<file path="src/sv/sesup_pkg.sv">
// Shared types and constants for the self-test error supervisor.
package sesup_pkg;

  // Field widths fixed by the item format
  localparam int unsigned SlotW    = 4;
  localparam int unsigned CountW   = 4;
  localparam int unsigned TotalW   = 32;
  localparam int unsigned TimeW    = 32;
  localparam int unsigned LimitsW  = 36;
  localparam int unsigned CfgIdxW  = 2;

  // Slots that own a limit nibble; slots beyond these read a zero limit
  localparam int unsigned LimitSlots = LimitsW / CountW;

  // Register reset values
  localparam logic [LimitsW-1:0] LimitsReset  = 36'h1_1113_1111;
  localparam logic [TimeW-1:0]   TimeoutReset = 32'd10000;

  // Configuration register indexes
  typedef enum logic [CfgIdxW-1:0] {
    REG_LIMITS  = 2'd0,
    REG_TIMEOUT = 2'd1
  } reg_idx_e;

  // Item kind
  typedef enum logic {
    ACT_REPORT = 1'b0,
    ACT_READ   = 1'b1
  } action_e;

  // Test status codes
  typedef enum logic [1:0] {
    ST_NOT_STARTED = 2'd0,
    ST_PASS        = 2'd1,
    ST_IN_PROGRESS = 2'd2,
    ST_FAIL        = 2'd3
  } status_e;

  // Input beat held in the input register
  typedef struct packed {
    action_e          action;
    status_e          test_status;
    logic             test_enabled;
    logic [TimeW-1:0] now_ms;
    logic [SlotW-1:0] read_index;
  } in_beat_t;

  // Result beat held in the output register
  typedef struct packed {
    logic [SlotW-1:0]  slot;
    logic              run_enabled;
    logic [CountW-1:0] error_count;
    logic [TotalW-1:0] total_errors;
    logic              count_cleared;
    logic              warning;
    logic              failed_now;
    logic              heartbeat;
    logic [SlotW-1:0]  next_slot;
    logic              all_pass;
  } out_beat_t;

endpackage

</file>
<file path="src/sv/selftest_error_supervisor.sv">
// Self-test error supervisor: per-slot error counting, timeout clear and blocking.
//
// Supervises a round-robin of NUM_SLOTS safety self-test slots. A report beat
// handles the current slot: an error count below its limit is cleared once
// the last error is at least timeout_q old, a fail is counted and
// time-stamped, and a slot at its limit is blocked and flags a heartbeat.
// A read beat returns the counters of read_index. The block takes one beat
// per clock cycle unless the result channel stalls. A beat lands in the
// input register at the edge that takes it. Its result is loaded into the
// result register at the next free edge. The per-slot counters and time
// stamps live in flip-flops and are read, updated and written back between
// those two registers, at the edge that loads the result. Write the
// configuration registers only while no beat is in flight.
module selftest_error_supervisor #(
  parameter int unsigned NUM_SLOTS = 9
) (
  input  logic                               clk_i,
  input  logic                               rst_ni,
  // configuration write port
  input  logic                               cfg_we_i,
  input  logic [sesup_pkg::CfgIdxW-1:0]      cfg_index_i,
  input  logic [sesup_pkg::LimitsW-1:0]      cfg_wdata_i,
  // input channel
  input  logic                               in_valid_i,
  output logic                               in_ready_o,
  input  logic                               action_i,
  input  logic [1:0]                         test_status_i,
  input  logic                               test_enabled_i,
  input  logic [sesup_pkg::TimeW-1:0]        now_ms_i,
  input  logic [sesup_pkg::SlotW-1:0]        read_index_i,
  // result channel
  output logic                               out_valid_o,
  input  logic                               out_ready_i,
  output logic [sesup_pkg::SlotW-1:0]        slot_o,
  output logic                               run_enabled_o,
  output logic [sesup_pkg::CountW-1:0]       error_count_o,
  output logic [sesup_pkg::TotalW-1:0]       total_errors_o,
  output logic                               count_cleared_o,
  output logic                               warning_o,
  output logic                               failed_now_o,
  output logic                               heartbeat_o,
  output logic [sesup_pkg::SlotW-1:0]        next_slot_o,
  output logic                               all_pass_o
);

  localparam int unsigned IdxW = (NUM_SLOTS > 1) ? $clog2(NUM_SLOTS) : 1;
  localparam logic [sesup_pkg::SlotW-1:0] LastSlot = sesup_pkg::SlotW'(NUM_SLOTS - 1);

  // Configuration registers
  logic [sesup_pkg::LimitsW-1:0] limits_q;
  logic [sesup_pkg::TimeW-1:0]   timeout_q;

  // Pipeline registers
  logic                  in_valid_q;
  sesup_pkg::in_beat_t   in_q;
  logic                  out_valid_q;
  sesup_pkg::out_beat_t  out_q, out_d;

  // Slot state
  logic [sesup_pkg::SlotW-1:0]  cur_slot_q, cur_slot_d;
  logic [sesup_pkg::CountW-1:0] err_q   [NUM_SLOTS];
  logic [sesup_pkg::CountW-1:0] err_d   [NUM_SLOTS];
  logic [sesup_pkg::TotalW-1:0] total_q [NUM_SLOTS];
  logic [sesup_pkg::TotalW-1:0] total_d [NUM_SLOTS];
  logic [sesup_pkg::TimeW-1:0]  stamp_q [NUM_SLOTS];
  logic [sesup_pkg::TimeW-1:0]  stamp_d [NUM_SLOTS];

  logic out_free, exec_fire;

  // Handshake: the result register frees when empty or taken
  assign out_free   = !out_valid_q || out_ready_i;
  assign exec_fire  = in_valid_q && out_free;
  assign in_ready_o = !in_valid_q || out_free;

  // Write configuration registers
  always_ff @(posedge clk_i or negedge rst_ni) begin
    if (!rst_ni) begin
      limits_q  <= sesup_pkg::LimitsReset;
      timeout_q <= sesup_pkg::TimeoutReset;
    end else if (cfg_we_i) begin
      case (cfg_index_i)
        sesup_pkg::REG_LIMITS:  limits_q  <= cfg_wdata_i;
        sesup_pkg::REG_TIMEOUT: timeout_q <= cfg_wdata_i[sesup_pkg::TimeW-1:0];
        default: ;
      endcase
    end
  end

  // Capture input beat
  always_ff @(posedge clk_i or negedge rst_ni) begin
    if (!rst_ni) begin
      in_valid_q <= 1'b0;
    end else if (in_ready_o) begin
      in_valid_q <= in_valid_i;
    end
  end

  always_ff @(posedge clk_i) begin
    if (in_valid_i && in_ready_o) begin
      in_q.action       <= sesup_pkg::action_e'(action_i);
      in_q.test_status  <= sesup_pkg::status_e'(test_status_i);
      in_q.test_enabled <= test_enabled_i;
      in_q.now_ms       <= now_ms_i;
      in_q.read_index   <= read_index_i;
    end
  end

  // Slot access: one read address, shared by reports and reads
  logic                          is_read;
  logic [sesup_pkg::SlotW-1:0]   addr;
  logic [IdxW-1:0]               addr_idx;
  logic                          addr_ok;
  logic [sesup_pkg::CountW-1:0]  cnt_rd, lim;
  logic [sesup_pkg::TotalW-1:0]  total_rd;
  logic [sesup_pkg::TimeW-1:0]   stamp_rd, age;
  logic                          below, clear, fail_hit, upd;
  logic [sesup_pkg::CountW-1:0]  cnt_new;
  logic [sesup_pkg::TimeW-1:0]   stamp_new;
  logic [sesup_pkg::TotalW-1:0]  total_new;
  logic [sesup_pkg::SlotW-1:0]   nxt_slot;
  logic [NUM_SLOTS-1:0]          nonzero;

  assign is_read  = (in_q.action == sesup_pkg::ACT_READ);
  assign addr     = is_read ? in_q.read_index : cur_slot_q;
  assign addr_idx = addr[IdxW-1:0];
  assign addr_ok  = (addr <= LastSlot);
  assign cnt_rd   = err_q[addr_idx];
  assign total_rd = total_q[addr_idx];
  assign stamp_rd = stamp_q[addr_idx];

  // Limit nibble of the current slot; slots without a nibble read zero
  assign lim = (cur_slot_q < sesup_pkg::SlotW'(sesup_pkg::LimitSlots))
             ? limits_q[{cur_slot_q, 2'b00} +: sesup_pkg::CountW]
             : '0;

  // Timeout clear, then count a fail below the limit
  assign age       = in_q.now_ms - stamp_rd;
  assign below     = (cnt_rd < lim);
  assign clear     = below && (cnt_rd != '0) && (age >= timeout_q);
  assign fail_hit  = below && (in_q.test_status == sesup_pkg::ST_FAIL);
  assign cnt_new   = fail_hit ? ((clear ? '0 : cnt_rd) + 4'd1) : (clear ? '0 : cnt_rd);
  assign stamp_new = fail_hit ? in_q.now_ms : (clear ? '0 : stamp_rd);
  assign total_new = fail_hit ? (total_rd + 32'd1) : total_rd;
  assign upd       = exec_fire && !is_read;
  assign nxt_slot  = (cur_slot_q == LastSlot) ? '0 : cur_slot_q + 4'd1;

  // Write back slot state
  always_comb begin
    cur_slot_d = upd ? nxt_slot : cur_slot_q;
    for (int i = 0; i < NUM_SLOTS; i++) begin
      err_d[i]   = err_q[i];
      total_d[i] = total_q[i];
      stamp_d[i] = stamp_q[i];
      if (upd && (IdxW'(i) == addr_idx)) begin
        err_d[i]   = cnt_new;
        total_d[i] = total_new;
        stamp_d[i] = stamp_new;
      end
    end
  end

  // All-pass sees the counts after this beat
  always_comb begin
    for (int i = 0; i < NUM_SLOTS; i++) begin
      if (!is_read && (IdxW'(i) == addr_idx)) begin
        nonzero[i] = (cnt_new != '0);
      end else begin
        nonzero[i] = (err_q[i] != '0);
      end
    end
  end

  // Build result beat
  always_comb begin
    out_d = '0;
    out_d.slot      = addr;
    out_d.all_pass  = (nonzero == '0);
    if (is_read) begin
      out_d.error_count  = addr_ok ? cnt_rd : '0;
      out_d.total_errors = addr_ok ? total_rd : '0;
      out_d.next_slot    = cur_slot_q;
    end else begin
      out_d.run_enabled   = below && in_q.test_enabled;
      out_d.error_count   = cnt_new;
      out_d.total_errors  = total_new;
      out_d.count_cleared = clear;
      out_d.warning       = fail_hit && (cnt_new < lim);
      out_d.failed_now    = fail_hit && (cnt_new >= lim);
      out_d.heartbeat     = !below;
      out_d.next_slot     = nxt_slot;
    end
  end

  // Hold slot state
  always_ff @(posedge clk_i or negedge rst_ni) begin
    if (!rst_ni) begin
      cur_slot_q <= '0;
      for (int i = 0; i < NUM_SLOTS; i++) begin
        err_q[i]   <= '0;
        total_q[i] <= '0;
        stamp_q[i] <= '0;
      end
    end else begin
      cur_slot_q <= cur_slot_d;
      for (int i = 0; i < NUM_SLOTS; i++) begin
        err_q[i]   <= err_d[i];
        total_q[i] <= total_d[i];
        stamp_q[i] <= stamp_d[i];
      end
    end
  end

  // Advance result register
  always_ff @(posedge clk_i or negedge rst_ni) begin
    if (!rst_ni) begin
      out_valid_q <= 1'b0;
    end else if (out_free) begin
      out_valid_q <= in_valid_q;
    end
  end

  always_ff @(posedge clk_i) begin
    if (exec_fire) begin
      out_q <= out_d;
    end
  end

  // Drive result ports
  assign out_valid_o     = out_valid_q;
  assign slot_o          = out_q.slot;
  assign run_enabled_o   = out_q.run_enabled;
  assign error_count_o   = out_q.error_count;
  assign total_errors_o  = out_q.total_errors;
  assign count_cleared_o = out_q.count_cleared;
  assign warning_o       = out_q.warning;
  assign failed_now_o    = out_q.failed_now;
  assign heartbeat_o     = out_q.heartbeat;
  assign next_slot_o     = out_q.next_slot;
  assign all_pass_o      = out_q.all_pass;

  // Slot pointer never leaves the slot range
  a_slot_range: assert property (@(posedge clk_i) disable iff (!rst_ni)
    cur_slot_q <= LastSlot)
    else $error("slot pointer out of range");

  // A report moves the pointer by one slot, wrapping at the last
  a_slot_advance: assert property (@(posedge clk_i) disable iff (!rst_ni)
    upd |=> (cur_slot_q == (($past(cur_slot_q) == LastSlot) ? '0 : $past(cur_slot_q) + 4'd1)))
    else $error("slot pointer did not advance");

  // A read leaves the pointer alone
  a_read_keeps_slot: assert property (@(posedge clk_i) disable iff (!rst_ni)
    (exec_fire && is_read) |=> $stable(cur_slot_q))
    else $error("read moved the slot pointer");

  // A blocked slot neither runs nor counts
  a_blocked_quiet: assert property (@(posedge clk_i) disable iff (!rst_ni)
    (out_valid_q && out_q.heartbeat) |->
      (!out_q.run_enabled && !out_q.warning && !out_q.failed_now && !out_q.count_cleared))
    else $error("blocked slot reported activity");

  // Warning and final failure exclude each other
  a_warn_fail_excl: assert property (@(posedge clk_i) disable iff (!rst_ni)
    out_valid_q |-> !(out_q.warning && out_q.failed_now))
    else $error("warning and failure both set");

endmodule
</file>
<file path="config.mk">
export PLATFORM = sky130hd
export DESIGN_NAME = selftest_error_supervisor
export DESIGN_NICKNAME = d
export VERILOG_FILES = /design/src/sv/sesup_pkg.sv /design/src/sv/selftest_error_supervisor.sv
export SDC_FILE = /design/constraint.sdc
export NUM_CORES = 2
export LEC_CHECK = 0
export BUFFER_PORTS_ARGS = -buffer_cell sky130_fd_sc_hd__buf_2
export CAP_MARGIN = 20
export CORE_UTILIZATION = 45
export CTS_BUF_LIST = sky130_fd_sc_hd__clkbuf_8
export DETAILED_ROUTE_END_ITERATION = 8
export GPL_ROUTABILITY_DRIVEN = 0
export HOLD_SLACK_MARGIN = 0.05
export SLEW_MARGIN = 20
export SYNTH_ARGS = -nofsm -noshare
export SYNTH_HDL_FRONTEND = slang
export SYNTH_SLANG_ARGS = --single-unit
</file>
<file path="constraint.sdc">
create_clock -name clk_i -period 11.7 [get_ports clk_i]
set_clock_uncertainty 0.1 [all_clocks]
set_input_delay 1.17 -clock clk_i [delete_from_list [all_inputs] [get_ports clk_i]]
set_output_delay 1.17 -clock clk_i [all_outputs]
set_load 0.01 [all_outputs]
</file>
Yosys cells after proc, flatten, opt, wreduce, memory -nomap -nowiden
Cells that the tools add are included.
- register bits after elaboration: 776
- bits of input ports: 83
- output and inout bits: 52
- logic and storage cells: 150
- add/sub/neg operators: 4
- $lt $le $gt $ge: 7
- equal/unequal tests: 11
- shift-type cells: 1
- muxes and demuxes: 30
- bitwise logic cells: 1
- reduce and logical (&&, ||, !) cells: 49
- operators by type and width (kind ; count):
    32-bit binary-select mux with 4-bit select ; 2
    32-bit two-way mux ; 8
    4-bit nonzero test ; 11
    36-bit two-way mux ; 1
    4-bit two-way mux ; 9
    36-bit by 7-bit variable part select with 4-bit output ; 1
    32-bit by 1-bit adder with 32-bit output, second input constant ; 1
    32-bit >= comparator ; 1
    32-bit subtractor ; 1
    1-bit logical AND ; 27
    4-bit binary-select mux with 4-bit select ; 1
    3-bit by 4-bit equality test with 1-bit output, first input constant ; 4
    9-bit zero test ; 1
    1-bit two-way mux ; 9
    4-bit by 1-bit adder with 4-bit output, second input constant ; 2
    2-bit by 4-bit equality test with 1-bit output, first input constant ; 2
    4-bit < comparator ; 2
    5-bit >= comparator, second input constant ; 1
    4-bit NOT with 5-bit output ; 1
    1-bit by 4-bit equality test with 1-bit output, first input constant ; 1
    4-bit equality test, first input constant ; 1
    4-bit equality test, second input constant ; 1
    4-bit >= comparator ; 1
    4-bit <= comparator, second input constant ; 1
    8 further kinds ; 13

Longest topological paths before layout
- depth after elaboration: 14
- mapped depth: 43
- mapped depth without buffers: 33

Worst setup path after synthesis
Ideal clock, no wire load.
- kind: reg2reg
- from: register in_q (netlist bit is_read)
- to: register out_q (netlist bit failed_now_o) (data pin)
- setup time: 0.270 ns
- data arrival time: 7.938 ns
- required time: 11.330 ns
- slack: 3.392 ns
- cell stages (with the launch flop): 42
- path buffers: 9
- clock period less this slack: 8.308 ns
- cells stage by stage: edfxtp_1 -> buf_6 -> mux2i_1 -> inv_2 -> buf_6 -> buf_4 -> buf_4 -> buf_6 -> buf_4 -> buf_4 -> mux4_2 -> mux2i_1 -> o21ai_0 -> inv_1 -> ha_1 -> clkbuf_1 -> a21o_1 -> a21o_1 -> [... 6 more ...] -> ha_1 -> o21ai_0 -> o21ai_0 -> a41o_1 -> a21oi_1 -> or2_2 -> and2_1 -> ha_1 -> nand2_1 -> and2_1 -> clkbuf_1 -> inv_1 -> ha_1 -> nor2b_1 -> o21ai_0 -> nand2b_1 -> a21oi_1 -> a211oi_1
- longest elaborated chain between the ends: 13
- elaborated cells on any way between the ends: 20
- those cells by class: add/sub: 2; order compare: 3; mux: 9; bitwise: 1; reduce/logical: 5
- ends and longest elaborated chain (element ; RTL line ; source):
    start: declaration ; selftest_error_supervisor.sv:55 ; sesup_pkg::in_beat_t in_q;
    4-bit two-way mux (*) ; selftest_error_supervisor.sv:124 ; assign addr = is_read ? in_q.read_index : cur_slot_q;
    4-bit NOT with 5-bit output (not written as such) (*) ; selftest_error_supervisor.sv:127, selftest_error_supervisor.sv:129 ;
    32-bit binary-select mux with 4-bit select / 4-bit binary-select mux with 4-bit select (equally long branches) ; selftest_error_supervisor.sv:129, selftest_error_supervisor.sv:127 ;
    32-bit two-way mux (not written as such) / 4-bit two-way mux (equally long branches) (2 in a row) ; selftest_error_supervisor.sv:129, selftest_error_supervisor.sv:127 ;
    32-bit subtractor, or another cell as far along ; selftest_error_supervisor.sv:137 ; assign age = in_q.now_ms - stamp_rd;
    32-bit >= comparator / 1-bit logical AND (equally long branches) ; selftest_error_supervisor.sv:139 ; assign clear = below && (cnt_rd != '0) && (age >= timeout_q);
    1-bit logical AND ; selftest_error_supervisor.sv:139 ;
    4-bit two-way mux ; selftest_error_supervisor.sv:141 ; assign cnt_new = fail_hit ? ((clear ? '0 : cnt_rd) + 4'd1) : (clear ? '0 : cnt_rd);
    4-bit by 1-bit adder with 4-bit output ; selftest_error_supervisor.sv:141 ;
    4-bit two-way mux (*) ; selftest_error_supervisor.sv:141 ;
    via cnt_new, one bit ; selftest_error_supervisor.sv:117 ; logic [sesup_pkg::CountW-1:0] cnt_new;
    4-bit >= comparator (*) ; selftest_error_supervisor.sv:188 ; out_d.failed_now = fail_hit && (cnt_new >= lim);
    1-bit logical AND (*) ; selftest_error_supervisor.sv:188 ;
    end signal: assignment ; selftest_error_supervisor.sv:224 ; out_q <= out_d;
    end: declaration ; selftest_error_supervisor.sv:57 ; sesup_pkg::out_beat_t out_q, out_d;
The timed path passes the listed nets; every way through them passes the cells marked *. The select of a mux whose other input is x is not followed.
A chain may end at the register's enable or synchronous reset.

Worst setup path in the final report
- from: register in_q (netlist bit is_read)
- to: register out_q (netlist bit failed_now_o) (data pin)
- longest elaborated chain between the ends: 13
- elaborated cells on any way between the ends: 20
- those cells by class: add/sub: 2; order compare: 3; mux: 9; bitwise: 1; reduce/logical: 5
- ends and longest elaborated chain (element ; RTL line):
    4-bit two-way mux ; selftest_error_supervisor.sv:124
    4-bit NOT with 5-bit output (not written as such) ; selftest_error_supervisor.sv:127, selftest_error_supervisor.sv:129
    32-bit binary-select mux with 4-bit select / 4-bit binary-select mux with 4-bit select (equally long branches) ; selftest_error_supervisor.sv:129, selftest_error_supervisor.sv:127
    32-bit two-way mux (not written as such) / 4-bit two-way mux (equally long branches) (2 in a row) ; selftest_error_supervisor.sv:129, selftest_error_supervisor.sv:127
    32-bit subtractor, or another cell as far along ; selftest_error_supervisor.sv:137
    32-bit >= comparator / 1-bit logical AND (equally long branches) ; selftest_error_supervisor.sv:139
    1-bit logical AND ; selftest_error_supervisor.sv:139
    4-bit two-way mux ; selftest_error_supervisor.sv:141
    4-bit by 1-bit adder with 4-bit output ; selftest_error_supervisor.sv:141
    4-bit two-way mux ; selftest_error_supervisor.sv:141
    4-bit >= comparator ; selftest_error_supervisor.sv:188
    1-bit logical AND ; selftest_error_supervisor.sv:188
Several ways; a longest one is shown, not always the timed one. The select of a mux whose other input is x is not followed.

==> metrics.log <==
[metrics] total track usage: 26.7%
[metrics] RSZ-0062 raised after global routing: no
[metrics] Die Footprint: 91200 µm²
[metrics] top-level port count: 135
[metrics] master of the slowest instance on the critical path: sky130_fd_sc_hd__edfxtp_1
[metrics] HPWL after detailed placement: 73600 µm
[metrics] Worst Path Max Fanout: 62
[metrics] number of H-tree levels: 4
[metrics] Critical R2R Launch: is_read
[metrics] maximum single-stage delay on the critical path: 0.75 ns
[metrics] vias in the first global route: 30800
[metrics] Final Max Slew Viols: 0
[metrics] total nets after synthesis: 4126
[metrics] worst skew pair latency: 0.85 ns
[metrics] signed area change from the synthesized netlist to the final layout: 10.3%
[metrics] maximum number of pins on one net before global-route repair: 158
[metrics] sequential fraction of the synthesis area: 49.1%
[metrics] CTS tree: yes
[metrics] source of the critical timing path: is_read
[metrics] worst hold path type: in2async
[metrics] drt pass-1 iters: 7
[metrics] Placeable Area: 88800 µm²
[metrics] CP Capture Type: flop
[metrics] total number of clock tree sinks: 776
[metrics] global-route wire length before repair: 187000 µm
[metrics] final hold slack: 0.298 ns
[metrics] net switching power: 0.00279 W
[metrics] total of fill cells in the finished design: 8141
[metrics] clock-pin slew reported for the worst setup and hold paths after clock tree synthesis: 0.06 ns
[metrics] violations in the final reports: design-rule violations
[metrics] Final Hold Violating Endpoints: 0
[metrics] Final Cycle Share: 81.5%
[metrics] average via count per standard cell: 6.03
[metrics] CTS buffer count: 137
[metrics] Buffers & Inverters on Critical Path: 4
[metrics] Sw Share: 34.7%
[metrics] Net count, final: 4145
[metrics] area leader, netlist: sky130_fd_sc_hd__dfrtp_1
[metrics] post-synth top area share: 41.5%
[metrics] EDFF count, synth: 90
[metrics] share of total power in sequential cells: 41.3%
[metrics] Setup Total Neg Slack: 0 ns
[metrics] number of routed nets with antenna violations: 0
[metrics] Comb pwr share: 27.8%
[metrics] proportion of power drawn by the clock network: 30.9%
[metrics] ratio of total power to cell area: 180 nW/µm²
[metrics] Primary FF master, synth: sky130_fd_sc_hd__dfrtp_1
[metrics] post-synthesis register bit count: 776
[metrics] kind of cell adding the most delay to the critical path: compound AO/OA/AOI/OAI gates
[metrics] Synthesis Warnings: 0
[metrics] vias: 31700
[metrics] number of antenna violations at the first check in global routing: 1
[metrics] number of standard cells in the layout, taps in and fillers out: 5262
[metrics] peak clock frequency supported by timing: 0.105 GHz
[metrics] I/O Buffers: 134
[metrics] VDD IR-drop max: 0.180 mV
[metrics] chip height: 302 µm
[metrics] P_leak: 18.5 nW
[metrics] Max-cap violations: 0
[metrics] number of standard-cell rows in the floorplan: 109
[metrics] crit path time final: 9.53 ns
[metrics] Initial DRC Count: 3047
[metrics] WP data required: 12.14 ns
[metrics] Setup Fix Bufs, Post-CTS: 0
[metrics] number of gates resized after CTS: 0
[metrics] Root Buffer: sky130_fd_sc_hd__clkbuf_8
[metrics] worst endpoint data arrival time: 9.97 ns
[metrics] Critical Path Source Type: flop
[metrics] Initial Util: 45.6%
[metrics] cts hold-fix bufs: 0
[metrics] endpoints failing setup: 0
[metrics] drt wl/cell: 23.0 µm
[metrics] CTS Buffer Depth: 3
[metrics] number of instances in the placed design: 5013
[metrics] path type of the worst setup path: reg2reg
[metrics] Die W: 302 µm
[metrics] cells taking the most area after synthesis: sky130_fd_sc_hd__dfrtp_1 (41%), sky130_fd_sc_hd__o21ai_0 (7.5%), sky130_fd_sc_hd__edfxtp_1 (6.7%)
[metrics] post-synthesis area per instance: 10.2 µm²
[metrics] count of different cell masters after synthesis: 99
[metrics] share of cells above drive strength 1: 17.0%
[metrics] Internal Dissipation: 0.00525 W
[metrics] status: finished with violations
[metrics] headroom to the max-slew limit: 28.4%
[metrics] pin slew with the least headroom to its limit: 1.07 ns
[metrics] number of DRC violations after detailed routing: 4
[metrics] post-synthesis cell count: 3968
[metrics] async set-or-reset flop fraction in the synthesized netlist: 88.4%
[metrics] wire length after detailed routing: 121000 µm
[metrics] total congestion overflow after global routing: 0
[metrics] combined area of all synthesized cells: 40500 µm²
==> state kept, by name, indices dropped and copies added, names as in the netlist, 32 cells and up <==
name and count:
err_q 36, in_q 39, limits_q 36, stamp_q 288, timeout_q 32, total_errors_o 32, total_q 288
==> logic make-up after synthesis <==
group           after synthesis  share of synthesized area, %
compound gates             1203                          19.6
simple gates               1188                          13.4
flops                       776                          49.1
buf+inv                     420                          4.48
mux                         264                          10.1
fa+ha+maj                    75                          2.32
xor+xnor                     42                         0.974
==> power groups by stage <==
stage	Combinational (W)	Clock [W]	Sequential, W
2_1_floorplan	0.00156	0	0.00329
3_3_place_gp	0.00220	0	0.00336
3_5_place_dp	0.00222	0	0.00336
4_1_cts	0.00223	0.00254	0.00332
5_1_grt	0.00244	0.00266	0.00336
6_report	0.00223	0.00248	0.00332
==> synth_stat cells (13+ instances only) <==
| cell | number |
|---|---|
| sky130_fd_sc_hd__dfrtp_1 | 671 |
| sky130_fd_sc_hd__nand2_1 | 645 |
| sky130_fd_sc_hd__o21ai_0 | 609 |
| sky130_fd_sc_hd__clkbuf_1 | 253 |
| sky130_fd_sc_hd__nor2_1 | 186 |
| sky130_fd_sc_hd__mux4_2 | 105 |
| sky130_fd_sc_hd__edfxtp_1 | 90 |
| sky130_fd_sc_hd__a21oi_1 | 82 |
| sky130_fd_sc_hd__a221o_1 | 79 |
| sky130_fd_sc_hd__inv_1 | 79 |
| sky130_fd_sc_hd__mux2_2 | 78 |
| sky130_fd_sc_hd__mux2i_1 | 78 |
| sky130_fd_sc_hd__ha_1 | 75 |
| sky130_fd_sc_hd__nand4_1 | 57 |
| sky130_fd_sc_hd__nor4_1 | 57 |
| sky130_fd_sc_hd__o211ai_1 | 54 |
| sky130_fd_sc_hd__a22o_1 | 51 |
| sky130_fd_sc_hd__a221oi_1 | 50 |
| sky130_fd_sc_hd__nand3_1 | 48 |
| sky130_fd_sc_hd__buf_2 | 45 |
| sky130_fd_sc_hd__nor3_1 | 42 |
| sky130_fd_sc_hd__o22ai_1 | 33 |
| sky130_fd_sc_hd__o31ai_1 | 29 |
| sky130_fd_sc_hd__xnor2_1 | 28 |
| sky130_fd_sc_hd__a21o_1 | 27 |
| sky130_fd_sc_hd__a31oi_1 | 20 |
| sky130_fd_sc_hd__a31oi_4 | 20 |
| sky130_fd_sc_hd__o21a_1 | 20 |
| sky130_fd_sc_hd__a211oi_1 | 19 |
| sky130_fd_sc_hd__or3_1 | 19 |
| sky130_fd_sc_hd__or4_1 | 19 |
| sky130_fd_sc_hd__o21ai_1 | 18 |
| sky130_fd_sc_hd__and2_1 | 16 |
| sky130_fd_sc_hd__dfstp_2 | 15 |
| sky130_fd_sc_hd__nand2b_1 | 15 |
| sky130_fd_sc_hd__and3_1 | 13 |
| sky130_fd_sc_hd__o31a_1 | 13 |
==> per-stage QoR <==
step / utilization, % / setup slack [ns] / cell area [µm²] / power, W
finish: 50.3 / 2.17 / 44700 / 0.00804
global route: 50.3 / 1.45 / 44700 / 0.00847
CTS: 50.3 / 2.40 / 44700 / 0.00809
detailed placement: 47.3 / 2.45 / 42000 / 0.00559
global placement: 47.3 / 2.54 / 42000 / 0.00556
floorplan: - / 3.39 / 40500 / 0.00486
==> final cells by class <==
type / count / area [µm²] / share of cell area, %
antenna: 1 / 2.50 / 0.00560
clock buffer: 173 / 2380 / 5.33
clock inverter: 75 / 324 / 0.725
inverter: 83 / 324 / 0.725
multi-input combinational: 2772 / 18900 / 42.4
sequential: 776 / 19900 / 44.5
tap: 1165 / 1460 / 3.26
timing repair buffer: 217 / 1340 / 3.00
==> per-layer routing <==
layer / vias to the layer above / global-route usage, % / routed length (µm)
met5: - / 0 / 0
met4: 0 / 8.95 / 3030
met3: 206 / 4.09 / 6980
met2: 1073 / 43.7 / 58100
met1: 15800 / 36.4 / 52900
li1: 14700 / - / -
==> placed cells by master (no fill, tap or decap), types with 20 or more instances in the layout <==
cell type                  count
sky130_fd_sc_hd__nand4_1      57
sky130_fd_sc_hd__buf_2       133
sky130_fd_sc_hd__buf_4        80
sky130_fd_sc_hd__a21o_1       27
sky130_fd_sc_hd__a22o_1       51
sky130_fd_sc_hd__mux4_2      105
sky130_fd_sc_hd__nor4_1       56
sky130_fd_sc_hd__a31oi_4      20
sky130_fd_sc_hd__edfxtp_1     90
sky130_fd_sc_hd__inv_1       132
sky130_fd_sc_hd__o211ai_1     54
sky130_fd_sc_hd__mux2i_1      77
sky130_fd_sc_hd__nand3_1      43
sky130_fd_sc_hd__mux2_2       78
sky130_fd_sc_hd__a31oi_1      20
sky130_fd_sc_hd__o21ai_0     609
sky130_fd_sc_hd__a221o_1      79
sky130_fd_sc_hd__dfrtp_1     671
sky130_fd_sc_hd__nor3_1       41
sky130_fd_sc_hd__o21a_1       20
sky130_fd_sc_hd__a21oi_1      81
sky130_fd_sc_hd__xnor2_1      28
sky130_fd_sc_hd__nor2_1      184
sky130_fd_sc_hd__o22ai_1      33
sky130_fd_sc_hd__a221oi_1     48
sky130_fd_sc_hd__nand2_1     640
sky130_fd_sc_hd__clkbuf_8    173
sky130_fd_sc_hd__ha_1         75
sky130_fd_sc_hd__o31ai_1      29
==> path summary, 6_finish.rpt <==
| path | cells after the start | slack [ns] | endpoint |
|---|---|---|---|
| min in group clk_i | 2 | 0.37 | total_q[75] |
| setup reg to reg | 33 | 2.17 | failed_now_o |
| hold / removal | 1 | 0.30 | total_q[137] |
| hold reg to reg | 2 | 0.37 | total_q[75] |
| setup / recovery | 33 | 2.17 | failed_now_o |
| max in group asynchronous | 2 | 9.73 | total_q[252] |
Power figures use the tool's default switching activity.
